### config.mk
export PLATFORM = sky130hd
export DESIGN_NAME = union_find_kruskal_edge_filter_top
export DESIGN_NICKNAME = d
export VERILOG_FILES = /design/src/rtl/ufk_pkg.sv /design/src/rtl/union_find_kruskal_edge_filter_top.sv /design/src/rtl/ufk_mem.sv /design/src/rtl/ufk_seq.sv
export SDC_FILE = /design/constraint.sdc
export NUM_CORES = 2
export LEC_CHECK = 0
export BUFFER_PORTS_ARGS = -buffer_cell sky130_fd_sc_hd__buf_2
export CORE_MARGIN = 4
export CORE_UTILIZATION = 50
export CTS_CLUSTER_DIAMETER = 80
export DETAILED_ROUTE_END_ITERATION = 16
export PLACE_DENSITY = 0.65
export SYNTH_ARGS = -nofsm -noshare
export SYNTH_HDL_FRONTEND = slang
export SYNTH_SLANG_ARGS = --single-unit
### constraint.sdc
create_clock -name clk -period 37 [get_ports clk]
set_clock_uncertainty 0.15 [all_clocks]
set_input_delay 3.7 -clock clk [delete_from_list [all_inputs] [get_ports clk]]
set_output_delay 3.7 -clock clk [all_outputs]
set_load 0.01 [all_outputs]
### src/rtl/ufk_pkg.sv
// Shared constants for the union-find edge filter.
`default_nettype none

package ufk_pkg;

  localparam int VERTICES_DEF = 256;
  localparam int RANK_W       = 4;
  localparam int COST_W       = 32;
  localparam int VTX_IN_W     = 8;
  localparam int WEIGHT_W     = 16;
  localparam int ROOT_OUT_W   = 8;

  localparam logic [RANK_W-1:0] RANK_MAX = 4'd15;
  localparam logic [COST_W-1:0] COST_MAX = 32'hFFFF_FFFF;

  localparam logic [1:0] CMD_CLEAR = 2'd0;
  localparam logic [1:0] CMD_FIND  = 2'd1;
  localparam logic [1:0] CMD_EDGE  = 2'd2;

endpackage

`default_nettype wire

### src/rtl/union_find_kruskal_edge_filter_top.sv
// Top level of the union-find engine that filters Kruskal edges.
`default_nettype none

//  Channel   Ports                                              Handshake
//  command   in_command, in_vertex_a, in_vertex_b, in_weight   start & !busy
//  result    out_root, out_accepted, out_total_cost            out_valid, one cycle
//
// A find transaction keeps busy high while it walks from vertex_a up to its root;
// each table entry visited takes one registered read followed by one compare.
// An offer-edge transaction walks both endpoints the same way and then spends
// one merge step, plus one rank step when equal ranks force a rank increment.
// Under union by rank a walk visits at most log2(VERTICES)+1 entries.
// A clear transaction sweeps the table one entry per cycle and then presents
// its result. After reset the same sweep runs (busy high, no result) before
// the first transaction is taken.
// Results cannot be stalled: out_valid is high for exactly one cycle per
// transaction, in the cycle in which busy first reads low again. An unused
// command code never raises busy and is answered in the cycle after it is taken.

module union_find_kruskal_edge_filter_top
  import ufk_pkg::*;
#(
  parameter int VERTICES = VERTICES_DEF
) (
  input  wire logic                  clk,
  input  wire logic                  rst_n,
  input  wire logic                  start,
  output logic                       busy,
  input  wire logic [1:0]            in_command,
  input  wire logic [VTX_IN_W-1:0]   in_vertex_a,
  input  wire logic [VTX_IN_W-1:0]   in_vertex_b,
  input  wire logic [WEIGHT_W-1:0]   in_weight,
  output logic                       out_valid,
  output logic [ROOT_OUT_W-1:0]      out_root,
  output logic                       out_accepted,
  output logic [COST_W-1:0]          out_total_cost
);

  // Vertex index width; each table word holds a rank above a parent index.
  localparam int VW = $clog2(VERTICES);
  localparam int DW = VW + RANK_W;
  // Number of distinct vertex codes on an input port.
  localparam int VTX_CODES = 1 << VTX_IN_W;

  logic [VTX_CODES*VW-1:0] vtx_map;
  logic [VW-1:0] va_red;
  logic [VW-1:0] vb_red;
  logic          mem_we;
  logic [VW-1:0] mem_waddr;
  logic [DW-1:0] mem_wdata;
  logic [VW-1:0] mem_raddr;
  logic [DW-1:0] mem_rdata;

  // Incoming vertex numbers wrap around the table size, so an index at or
  // above VERTICES lands on its remainder. The remainders form a constant
  // lookup table with one entry per input code, fixed at elaboration.
  for (genvar gi = 0; gi < VTX_CODES; gi++) begin : g_vtx_map
    assign vtx_map[gi*VW +: VW] = VW'(gi % VERTICES);
  end

  assign va_red = vtx_map[int'(in_vertex_a) * VW +: VW];
  assign vb_red = vtx_map[int'(in_vertex_b) * VW +: VW];

  ufk_seq #(
    .VERTICES (VERTICES),
    .VW       (VW)
  ) u_seq (
    .clk          (clk),
    .rst_n        (rst_n),
    .start        (start),
    .busy         (busy),
    .cmd          (in_command),
    .va           (va_red),
    .vb           (vb_red),
    .weight       (in_weight),
    .res_valid    (out_valid),
    .res_root     (out_root),
    .res_accepted (out_accepted),
    .res_cost     (out_total_cost),
    .mem_we       (mem_we),
    .mem_waddr    (mem_waddr),
    .mem_wdata    (mem_wdata),
    .mem_raddr    (mem_raddr),
    .mem_rdata    (mem_rdata)
  );

  // Rank and parent of every vertex share one word of this table.
  ufk_mem #(
    .DEPTH (VERTICES),
    .AW    (VW),
    .DW    (DW)
  ) u_mem (
    .clk   (clk),
    .we    (mem_we),
    .waddr (mem_waddr),
    .wdata (mem_wdata),
    .raddr (mem_raddr),
    .rdata (mem_rdata)
  );

endmodule

`default_nettype wire

### src/rtl/ufk_mem.sv
// Single-port-write, registered-read table holding rank and parent per vertex.
`default_nettype none

module ufk_mem
  import ufk_pkg::*;
#(
  parameter int DEPTH = VERTICES_DEF,
  parameter int AW    = $clog2(DEPTH),
  parameter int DW    = AW + RANK_W
) (
  input  wire logic          clk,
  input  wire logic          we,
  input  wire logic [AW-1:0] waddr,
  input  wire logic [DW-1:0] wdata,
  input  wire logic [AW-1:0] raddr,
  output logic      [DW-1:0] rdata
);

  logic [DW-1:0] mem [DEPTH];
  logic [DW-1:0] rdata_r;

  always_ff @(posedge clk) begin
    if (we) begin
      mem[waddr] <= wdata;
    end
    rdata_r <= mem[raddr];
  end

  assign rdata = rdata_r;

endmodule

`default_nettype wire

### src/rtl/ufk_seq.sv
// Sequencer for table clearing, root walks, union by rank and cost update.
`default_nettype none

module ufk_seq
  import ufk_pkg::*;
#(
  parameter int VERTICES = VERTICES_DEF,
  parameter int VW       = $clog2(VERTICES)
) (
  input  wire logic                     clk,
  input  wire logic                     rst_n,
  input  wire logic                     start,
  output logic                          busy,
  input  wire logic [1:0]               cmd,
  input  wire logic [VW-1:0]            va,
  input  wire logic [VW-1:0]            vb,
  input  wire logic [WEIGHT_W-1:0]      weight,
  output logic                          res_valid,
  output logic [ROOT_OUT_W-1:0]         res_root,
  output logic                          res_accepted,
  output logic [COST_W-1:0]             res_cost,
  output logic                          mem_we,
  output logic [VW-1:0]                 mem_waddr,
  output logic [VW+RANK_W-1:0]          mem_wdata,
  output logic [VW-1:0]                 mem_raddr,
  input  wire logic [VW+RANK_W-1:0]     mem_rdata
);

  localparam int RootW = (VW > ROOT_OUT_W) ? VW : ROOT_OUT_W;

  typedef enum logic [2:0] {
    S_CLR, S_IDLE, S_RDA, S_CKA, S_RDB, S_CKB, S_MERGE, S_RANK
  } state_t;

  state_t                state_r;
  logic [VW-1:0]         cnt_r;
  logic                  clr_out_r;
  logic [1:0]            cmd_r;
  logic [VW-1:0]         vb_r;
  logic [WEIGHT_W-1:0]   weight_r;
  logic [VW-1:0]         cur_r;
  logic [VW-1:0]         ra_r;
  logic [VW-1:0]         rb_r;
  logic [RANK_W-1:0]     rank_a_r;
  logic [RANK_W-1:0]     rank_b_r;
  logic [COST_W-1:0]     cost_r;
  logic                  out_valid_r;
  logic [ROOT_OUT_W-1:0] out_root_r;
  logic                  out_acc_r;
  logic [COST_W-1:0]     out_cost_r;

  logic [VW-1:0]         rd_parent;
  logic [RANK_W-1:0]     rd_rank;
  logic                  at_root;
  logic [COST_W:0]       cost_sum;
  logic [COST_W-1:0]     cost_nxt;
  logic [RANK_W-1:0]     rank_inc;
  logic [RootW-1:0]      ra_ext;
  logic [RootW-1:0]      rb_ext;
  logic [RootW-1:0]      cur_ext;

  assign rd_parent = mem_rdata[VW-1:0];
  assign rd_rank   = mem_rdata[VW+RANK_W-1:VW];
  // The single comparator shared by both root walks.
  assign at_root   = (rd_parent == cur_r);

  assign cost_sum = {1'b0, cost_r} + (COST_W+1)'(weight_r);
  assign cost_nxt = cost_sum[COST_W] ? COST_MAX : cost_sum[COST_W-1:0];
  assign rank_inc = (rank_a_r == RANK_MAX) ? RANK_MAX : rank_a_r + 1'b1;

  assign ra_ext  = RootW'(ra_r);
  assign rb_ext  = RootW'(rb_r);
  assign cur_ext = RootW'(cur_r);

  assign busy      = (state_r != S_IDLE);
  assign mem_raddr = cur_r;

  always_comb begin
    mem_we    = 1'b0;
    mem_waddr = cnt_r;
    mem_wdata = {{RANK_W{1'b0}}, cnt_r};
    case (state_r)
      S_CLR: begin
        mem_we = 1'b1;
      end
      S_MERGE: begin
        mem_we = (ra_r != rb_r);
        if (rank_a_r >= rank_b_r) begin
          mem_waddr = rb_r;
          mem_wdata = {rank_b_r, ra_r};
        end else begin
          mem_waddr = ra_r;
          mem_wdata = {rank_a_r, rb_r};
        end
      end
      S_RANK: begin
        mem_we    = 1'b1;
        mem_waddr = ra_r;
        mem_wdata = {rank_inc, ra_r};
      end
      default: begin
        mem_we = 1'b0;
      end
    endcase
  end

  always_ff @(posedge clk) begin
    if (!rst_n) begin
      state_r     <= S_CLR;
      cnt_r       <= '0;
      clr_out_r   <= 1'b0;
      cost_r      <= '0;
      out_valid_r <= 1'b0;
    end else begin
      out_valid_r <= 1'b0;
      case (state_r)
        S_CLR: begin
          if (cnt_r == VW'(VERTICES - 1)) begin
            state_r <= S_IDLE;
            cost_r  <= '0;
            if (clr_out_r) begin
              out_valid_r <= 1'b1;
              out_root_r  <= '0;
              out_acc_r   <= 1'b0;
              out_cost_r  <= '0;
            end
            clr_out_r <= 1'b0;
          end else begin
            cnt_r <= cnt_r + 1'b1;
          end
        end
        S_IDLE: begin
          if (start) begin
            cmd_r    <= cmd;
            cur_r    <= va;
            vb_r     <= vb;
            weight_r <= weight;
            case (cmd)
              CMD_CLEAR: begin
                state_r   <= S_CLR;
                cnt_r     <= '0;
                clr_out_r <= 1'b1;
              end
              CMD_FIND, CMD_EDGE: begin
                state_r <= S_RDA;
              end
              default: begin
                out_valid_r <= 1'b1;
                out_root_r  <= '0;
                out_acc_r   <= 1'b0;
                out_cost_r  <= cost_r;
              end
            endcase
          end
        end
        S_RDA: begin
          state_r <= S_CKA;
        end
        S_CKA: begin
          if (at_root) begin
            ra_r     <= cur_r;
            rank_a_r <= rd_rank;
            if (cmd_r == CMD_FIND) begin
              state_r     <= S_IDLE;
              out_valid_r <= 1'b1;
              out_root_r  <= cur_ext[ROOT_OUT_W-1:0];
              out_acc_r   <= 1'b0;
              out_cost_r  <= cost_r;
            end else begin
              cur_r   <= vb_r;
              state_r <= S_RDB;
            end
          end else begin
            cur_r   <= rd_parent;
            state_r <= S_RDA;
          end
        end
        S_RDB: begin
          state_r <= S_CKB;
        end
        S_CKB: begin
          if (at_root) begin
            rb_r     <= cur_r;
            rank_b_r <= rd_rank;
            state_r  <= S_MERGE;
          end else begin
            cur_r   <= rd_parent;
            state_r <= S_RDB;
          end
        end
        S_MERGE: begin
          if (ra_r == rb_r) begin
            state_r     <= S_IDLE;
            out_valid_r <= 1'b1;
            out_root_r  <= ra_ext[ROOT_OUT_W-1:0];
            out_acc_r   <= 1'b0;
            out_cost_r  <= cost_r;
          end else begin
            cost_r <= cost_nxt;
            if (rank_a_r == rank_b_r) begin
              state_r <= S_RANK;
            end else begin
              state_r     <= S_IDLE;
              out_valid_r <= 1'b1;
              out_root_r  <= (rank_a_r > rank_b_r) ? ra_ext[ROOT_OUT_W-1:0]
                                                   : rb_ext[ROOT_OUT_W-1:0];
              out_acc_r   <= 1'b1;
              out_cost_r  <= cost_nxt;
            end
          end
        end
        S_RANK: begin
          state_r     <= S_IDLE;
          out_valid_r <= 1'b1;
          out_root_r  <= ra_ext[ROOT_OUT_W-1:0];
          out_acc_r   <= 1'b1;
          out_cost_r  <= cost_r;
        end
        default: begin
          state_r <= S_IDLE;
        end
      endcase
    end
  end

  assign res_valid    = out_valid_r;
  assign res_root     = out_root_r;
  assign res_accepted = out_acc_r;
  assign res_cost     = out_cost_r;

endmodule

`default_nettype wire

# Word level (Yosys, flattened, before mapping)
# Memory sizes are Yosys's and may differ from the RTL's. A register that Yosys moved wholly into a read port is not among the register bits.
# Index checks and enable logic that the tools add are counted.
[op_classes]
n_bitwise = 0
muxes = 71
addsub = 3
multipliers = 0
eq_ne = 30
reduce_logical = 18
div_mod_pow = 0
order_cmp = 2
n_shift = 2
[op_table]
columns = ["cell", "n"]
rows = [
  ["$shiftx 2048x12->8 const A", 2],
  ["$mux 32", 11],
  ["$pmux 32 s5", 1],
  ["$mux 8", 17],
  ["$pmux 32 s2", 1],
  ["$pmux 8 s5", 1],
  ["$add 32x16->33", 1],
  ["$pmux 8 s2", 2],
  ["$pmux 12 s2", 1],
  ["$pmux 3 s8", 1],
  ["$pmux 8 s3", 1],
  ["$mux 1", 21],
  ["$mux 3", 6],
  ["$eq 8x8->1", 2],
  ["$reduce_and 3->1", 5],
  ["$eq 3x3->1 const B", 4],
  ["$mux 12", 1],
  ["$ne 2x1->1 const B", 5],
  ["$ne 2x2->1 const B", 5],
  ["$pmux 1 s5", 2],
  ["$reduce_and 9->1", 1],
  ["$add 8x1->8 const B", 1],
  ["$eq 8x8->1 const B", 1],
  ["$ne 8x8->1", 1],
  ["other kinds (25)", 32],
]
[word_totals]
memories = 1
mem_bits_rw = 3072
output_inout_bits = 43
ff_bits = 144
mem_bits_ro = 0
word_cells = 143
latchBits = 0
[memory_table]
columns = ["memory", "words", "word_bits", "read_ports", "rd_clocked_by_memory_dff", "wr", "line", "text"]
rows = [
  ["u_mem.mem", 256, 12, 1, 1, 1, "ufk_mem.sv:19", "logic [DW-1:0] mem [DEPTH];"],
]

# Longest topological paths before layout
[depth]
word_depth = 5
mapped_depth = 13
ltp_nobuf = 9

# Modules after synthesis
# A second synthesis with hierarchy kept.
[unflattened]
cells_unflattened = 6299
area_unflattened_um2 = 126520.1
[modules_own_cells]
columns = ["mod", "instances", "cells_per_inst", "area_per_inst_um2"]
rows = [
  ["ufk_mem", 1, 5506, 118632.5],
  ["ufk_seq", 1, 793, 7887.6],
]

# Worst setup path after synthesis
# OpenSTA, ideal clock, no wires.
[synth_timing]
path_kind = "register -> register"
from = "reg u_seq.rank_a_r[1]"
to = "mem u_mem.mem[0][9] (netlist bit), data pin"
setup_time_ns = 2.414
arrival_ns = 12.327
stages_incl_launch_ff = 8
t_required_ns = 34.436
slack_ns = 22.109
path_buffers = 0
cell_sequence = "edfxtp_1 > ha_1 > nor2b_1 > o21a_1 > o21a_1 > nor2_1 > a211oi_1 > a311oi_1"
[synth_via]
elab_chain_len = 3
word_cells_on_any_way = 6
[synth_rtl]
columns = ["element", "line", "text"]
rows = [
  ["start: declaration", "ufk_seq.sv:44", "logic [RANK_W-1:0] rank_a_r;"],
  ["start signal: assignment", "ufk_seq.sv:162", "rank_a_r <= rd_rank;"],
  ["$add 4x1->4, or another cell as far along", "ufk_seq.sv:69", "assign rank_inc = (rank_a_r == RANK_MAX) ? RANK_MAX : rank_a_r + 1'b1;"],
  ["$mux 4 / $mux 12 (equally long branches)", "ufk_seq.sv:69, ufk_seq.sv:88", ""],
  ["$pmux 12 s2 *", "ufk_seq.sv:82", "case (state_r)"],
  ["net mem_wdata[9]", "union_find_kruskal_edge_filter_top.sv:50", "logic [DW-1:0] mem_wdata;"],
  ["end: declaration", "ufk_mem.sv:19", ""],
]
# Mark *: on every way through the listed nets, which the timed path passes. The rest lies on a longest branch.

==> impl_metrics.py <==
metrics = {
    "global_route": {
        "overflow": 0,
        "antenna_found_initial": 16,
        "grt_usage": 0.238,
        "grt_max_degree": 241,
        "grt_pass1_vias": 63700,
        "grt_pass1_wl_um": 455000,
    },
    "sta": {
        "max_freq_ghz": 0.142,
        "hold_viol_final": 0,
        "min_period_over_period": 0.191,
        "finalSetupViolations": 0,
        "timing.hold.ws_ns": 0.337,
        "rsz0062_at_grt": "no",
        "period_needed_ns": 7.07,
        "tns_ns": 0,
        "slew_headroom": -0.0383,
        "tightest_slew_ns": 1.54,
        "drv_slew": 2,
    },
    "power": {
        "p_per_area_mw_per_mm2": 51.0,
        "p_int_mw": 5.95,
        "power_frac_comb": 0.010,
        "seqPwrFrac": 0.541,
        "power.share.switching": 0.193,
        "p_sw_mw": 1.42,
        "power_leakage_nw": 42.8,
        "vdd_ir_drop_max_mv": 0.0534,
        "power.share.clock": 0.449,
    },
    "cts": {
        "numClockSinks": 3228,
        "cts.htree.levels": 5,
        "clkTransAtPathRegs_ns": 0.06,
        "cts_tree": "yes",
        "cts-root-buf": "clkbuf_16",
        "holdBufCountCts": 0,
        "postCtsSetupBuffers": 0,
        "cts_made_buffers": 342,
        "clk_latency_ns": 0.93,
        "cts_resized": 0,
        "cts_max_path_buffers": 4,
    },
    "die": {
        "start_util": 0.503,
        "core_area_sq_mm": 0.251,
        "die-height_um": 511,
        "num_rows": 184,
        "io_pins": 80,
        "dieArea_sq_mm": 0.261,
        "fp.dieW_um": 511,
    },
    "route": {
        "routed_wl_um": 314000,
        "vias": 64100,
        "drc": 0,
        "ant_nets": 0,
        "vias_per_cell": 6.46,
        "dr.first_iter.drc_count": 8293,
        "avgRoutedWirePerCell_um": 31.6,
        "dr.pass1.iters": 6,
    },
    "cells_and_area": {
        "postLayoutCellArea_sq_mm": 0.144,
        "drive_above_1_share": 0.296,
        "nFillCells": 18200,
        "syn_to_final_growth_pct": 14.3,
        "nNetsFinal": 6377,
    },
    "synthesis": {
        "ys_dominant_reg_cell": "edfxtp_1",
        "async_reset_ff_frac": 0,
        "seq_area_frac_synth": 0.762,
        "synth.most_common_cell": "edfxtp_1",
        "synth-seq-cells": 3228,
        "avgSynthCellArea_sq_um": 21.2,
        "yosys.area.top_type": "edfxtp_1",
        "synthTopCellsByArea": "edfxtp_1, mux4_2, mux2i_1",
        "synth_nets": 6028,
        "synth_cell_type_count": 68,
        "synth-edff-count": 3171,
        "synth_common_cells": "edfxtp_1, mux4_2, mux2i_1",
        "netlist_area_sq_mm": 0.126,
        "yosysWarningCount": 0,
        "synthCells": 5966,
        "synth_top_area_frac": 0.753,
    },
    "placement": {
        "placed_area_sq_mm": 0.134,
        "port-buffer-count": 79,
        "gp_congestion": 0.843,
        "place_hpwl_um": 179000,
    },
    "min_path": {
        "min_path_type": "reg -> reg",
    },
    "run_status": {
        "violations": "capacitance limit, slew limit",
        "status": "finished with violations",
    },
    "critical_path": {
        "cp-end-kind": "flip-flop",
        "startpoint_type": "flip-flop",
        "crit_arrival_ns": 7.74,
        "required_ns": 37.67,
        "worstSetupPathType": "reg -> reg",
        "crit_path_max_fanout": 47,
    },
    "run": {
        "maxCapViolCount": 1,
    },
}
## path summary, 6_finish.rpt
path	start	to	slack (ns)	cells past startpoint
worst max-delay path	u_seq.mem_raddr[0]	u_mem.rdata[7]	29.93	10
worst min-delay path	u_seq.clr_out_r	u_seq.clr_out_r	0.34	2
worst max register to register	u_seq.mem_raddr[0]	u_mem.rdata[7]	29.93	10
worst min register to register	u_seq.clr_out_r	u_seq.clr_out_r	0.34	2
## placed cells by master, fill, tap and decap left out, types with 51 or more instances in the layout
cell type	n
edfxtp_1	3171
mux4_2	798
clkbuf_16	349
buf_4	317
mux2i_1	182
nor4_2	140
a22oi_1	117
a21oi_1	102
nand2_1	101
o21ai_0	84
buf_2	79
clkbuf_1	73
nor3_1	70
clkinv_1	64
nor2_1	63
dfxtp_1	57
nand3_1	53
clkinv_2	51
## per-stage QoR
step	cells	setup slack, ns	utilization	total power, mW
after floorplan	5966	22.11	-	4.10
final	9923	29.93	0.575	7.37
after global placement	9318	29.75	0.532	4.13
after CTS	9918	29.65	0.575	7.41
after detailed placement	9318	29.73	0.532	4.13
after global routing	9921	29.29	0.575	7.58
## registers in the layout, indices dropped and copies added (netlist names)
signal	flops
u_seq.rank_b_r	4
u_seq.rb_ext	8
u_seq.rank_a_r	4
u_seq.weight_r	16
u_seq.res_valid	1
u_seq.res_cost	32
u_mem.mem	3072
u_seq.res_accepted	1
u_seq.cnt_r	8
u_mem.rdata	12
u_seq.ra_ext	8
u_seq.vb_r	8
u_seq.mem_raddr	8
u_seq.cmd_r	2
u_seq.state_r	3
u_seq.cost_r	32
u_seq.clr_out_r	1
u_seq.res_root	8
## area by class of cell
class | count | area (sq um) | share of cell area
clock buffer | 430 | 9120 | 0.0631
inverter | 38 | 143 | 0.000987
clock inverter | 170 | 1650 | 0.0114
multi-input combinational | 2297 | 30000 | 0.208
antenna | 4 | 10.0 | 0.0000693
tap | 3348 | 4190 | 0.0290
timing repair buffer | 408 | 3010 | 0.0208
sequential | 3228 | 96400 | 0.667
## routing by layer
metal  track usage  share of wire
met5             0       0.000045
met4        0.0723          0.031
met3        0.0451          0.089
met2         0.370           0.48
met1         0.349           0.40
## cells by family (layout without fill, tap and decap cells)
| kind of cell | Yosys count | count (layout) | share of synthesized area |
|---|---|---|---|
| DFF | 3228 | 3228 | 0.762 |
| other | 0 | 4 | 0 |
| and+or+nand+nor | 667 | 667 | 0.0281 |
| AOI/OAI and AO/OA | 589 | 589 | 0.0321 |
| adders and majority gates | 25 | 25 | 0.00253 |
| xor gates and xnor gates | 32 | 32 | 0.00222 |
| muxes | 984 | 984 | 0.157 |
| buffers and inverters | 441 | 1046 | 0.0161 |
## critical path: stages (launching register included)
cell      delay, ns
edfxtp_1       0.68
buf_4          0.71
buf_4          0.89
buf_4          0.73
buf_4          0.82
buf_4          0.73
mux4_2         0.60
mux4_2         0.48
mux2i_1        0.40
a31oi_1        0.30
and3b_1        0.29
## power by group through the flow
stage,Combinational [mW],Clock (mW),Sequential (mW)
after floorplan,0.0266,0,4.07
after global placement,0.0702,0,4.06
after detailed placement,0.0722,0,4.06
after CTS,0.0723,3.36,3.98
after global routing,0.0753,3.53,3.98
final,0.0728,3.31,3.98
Power figures use the tool's default switching activity.
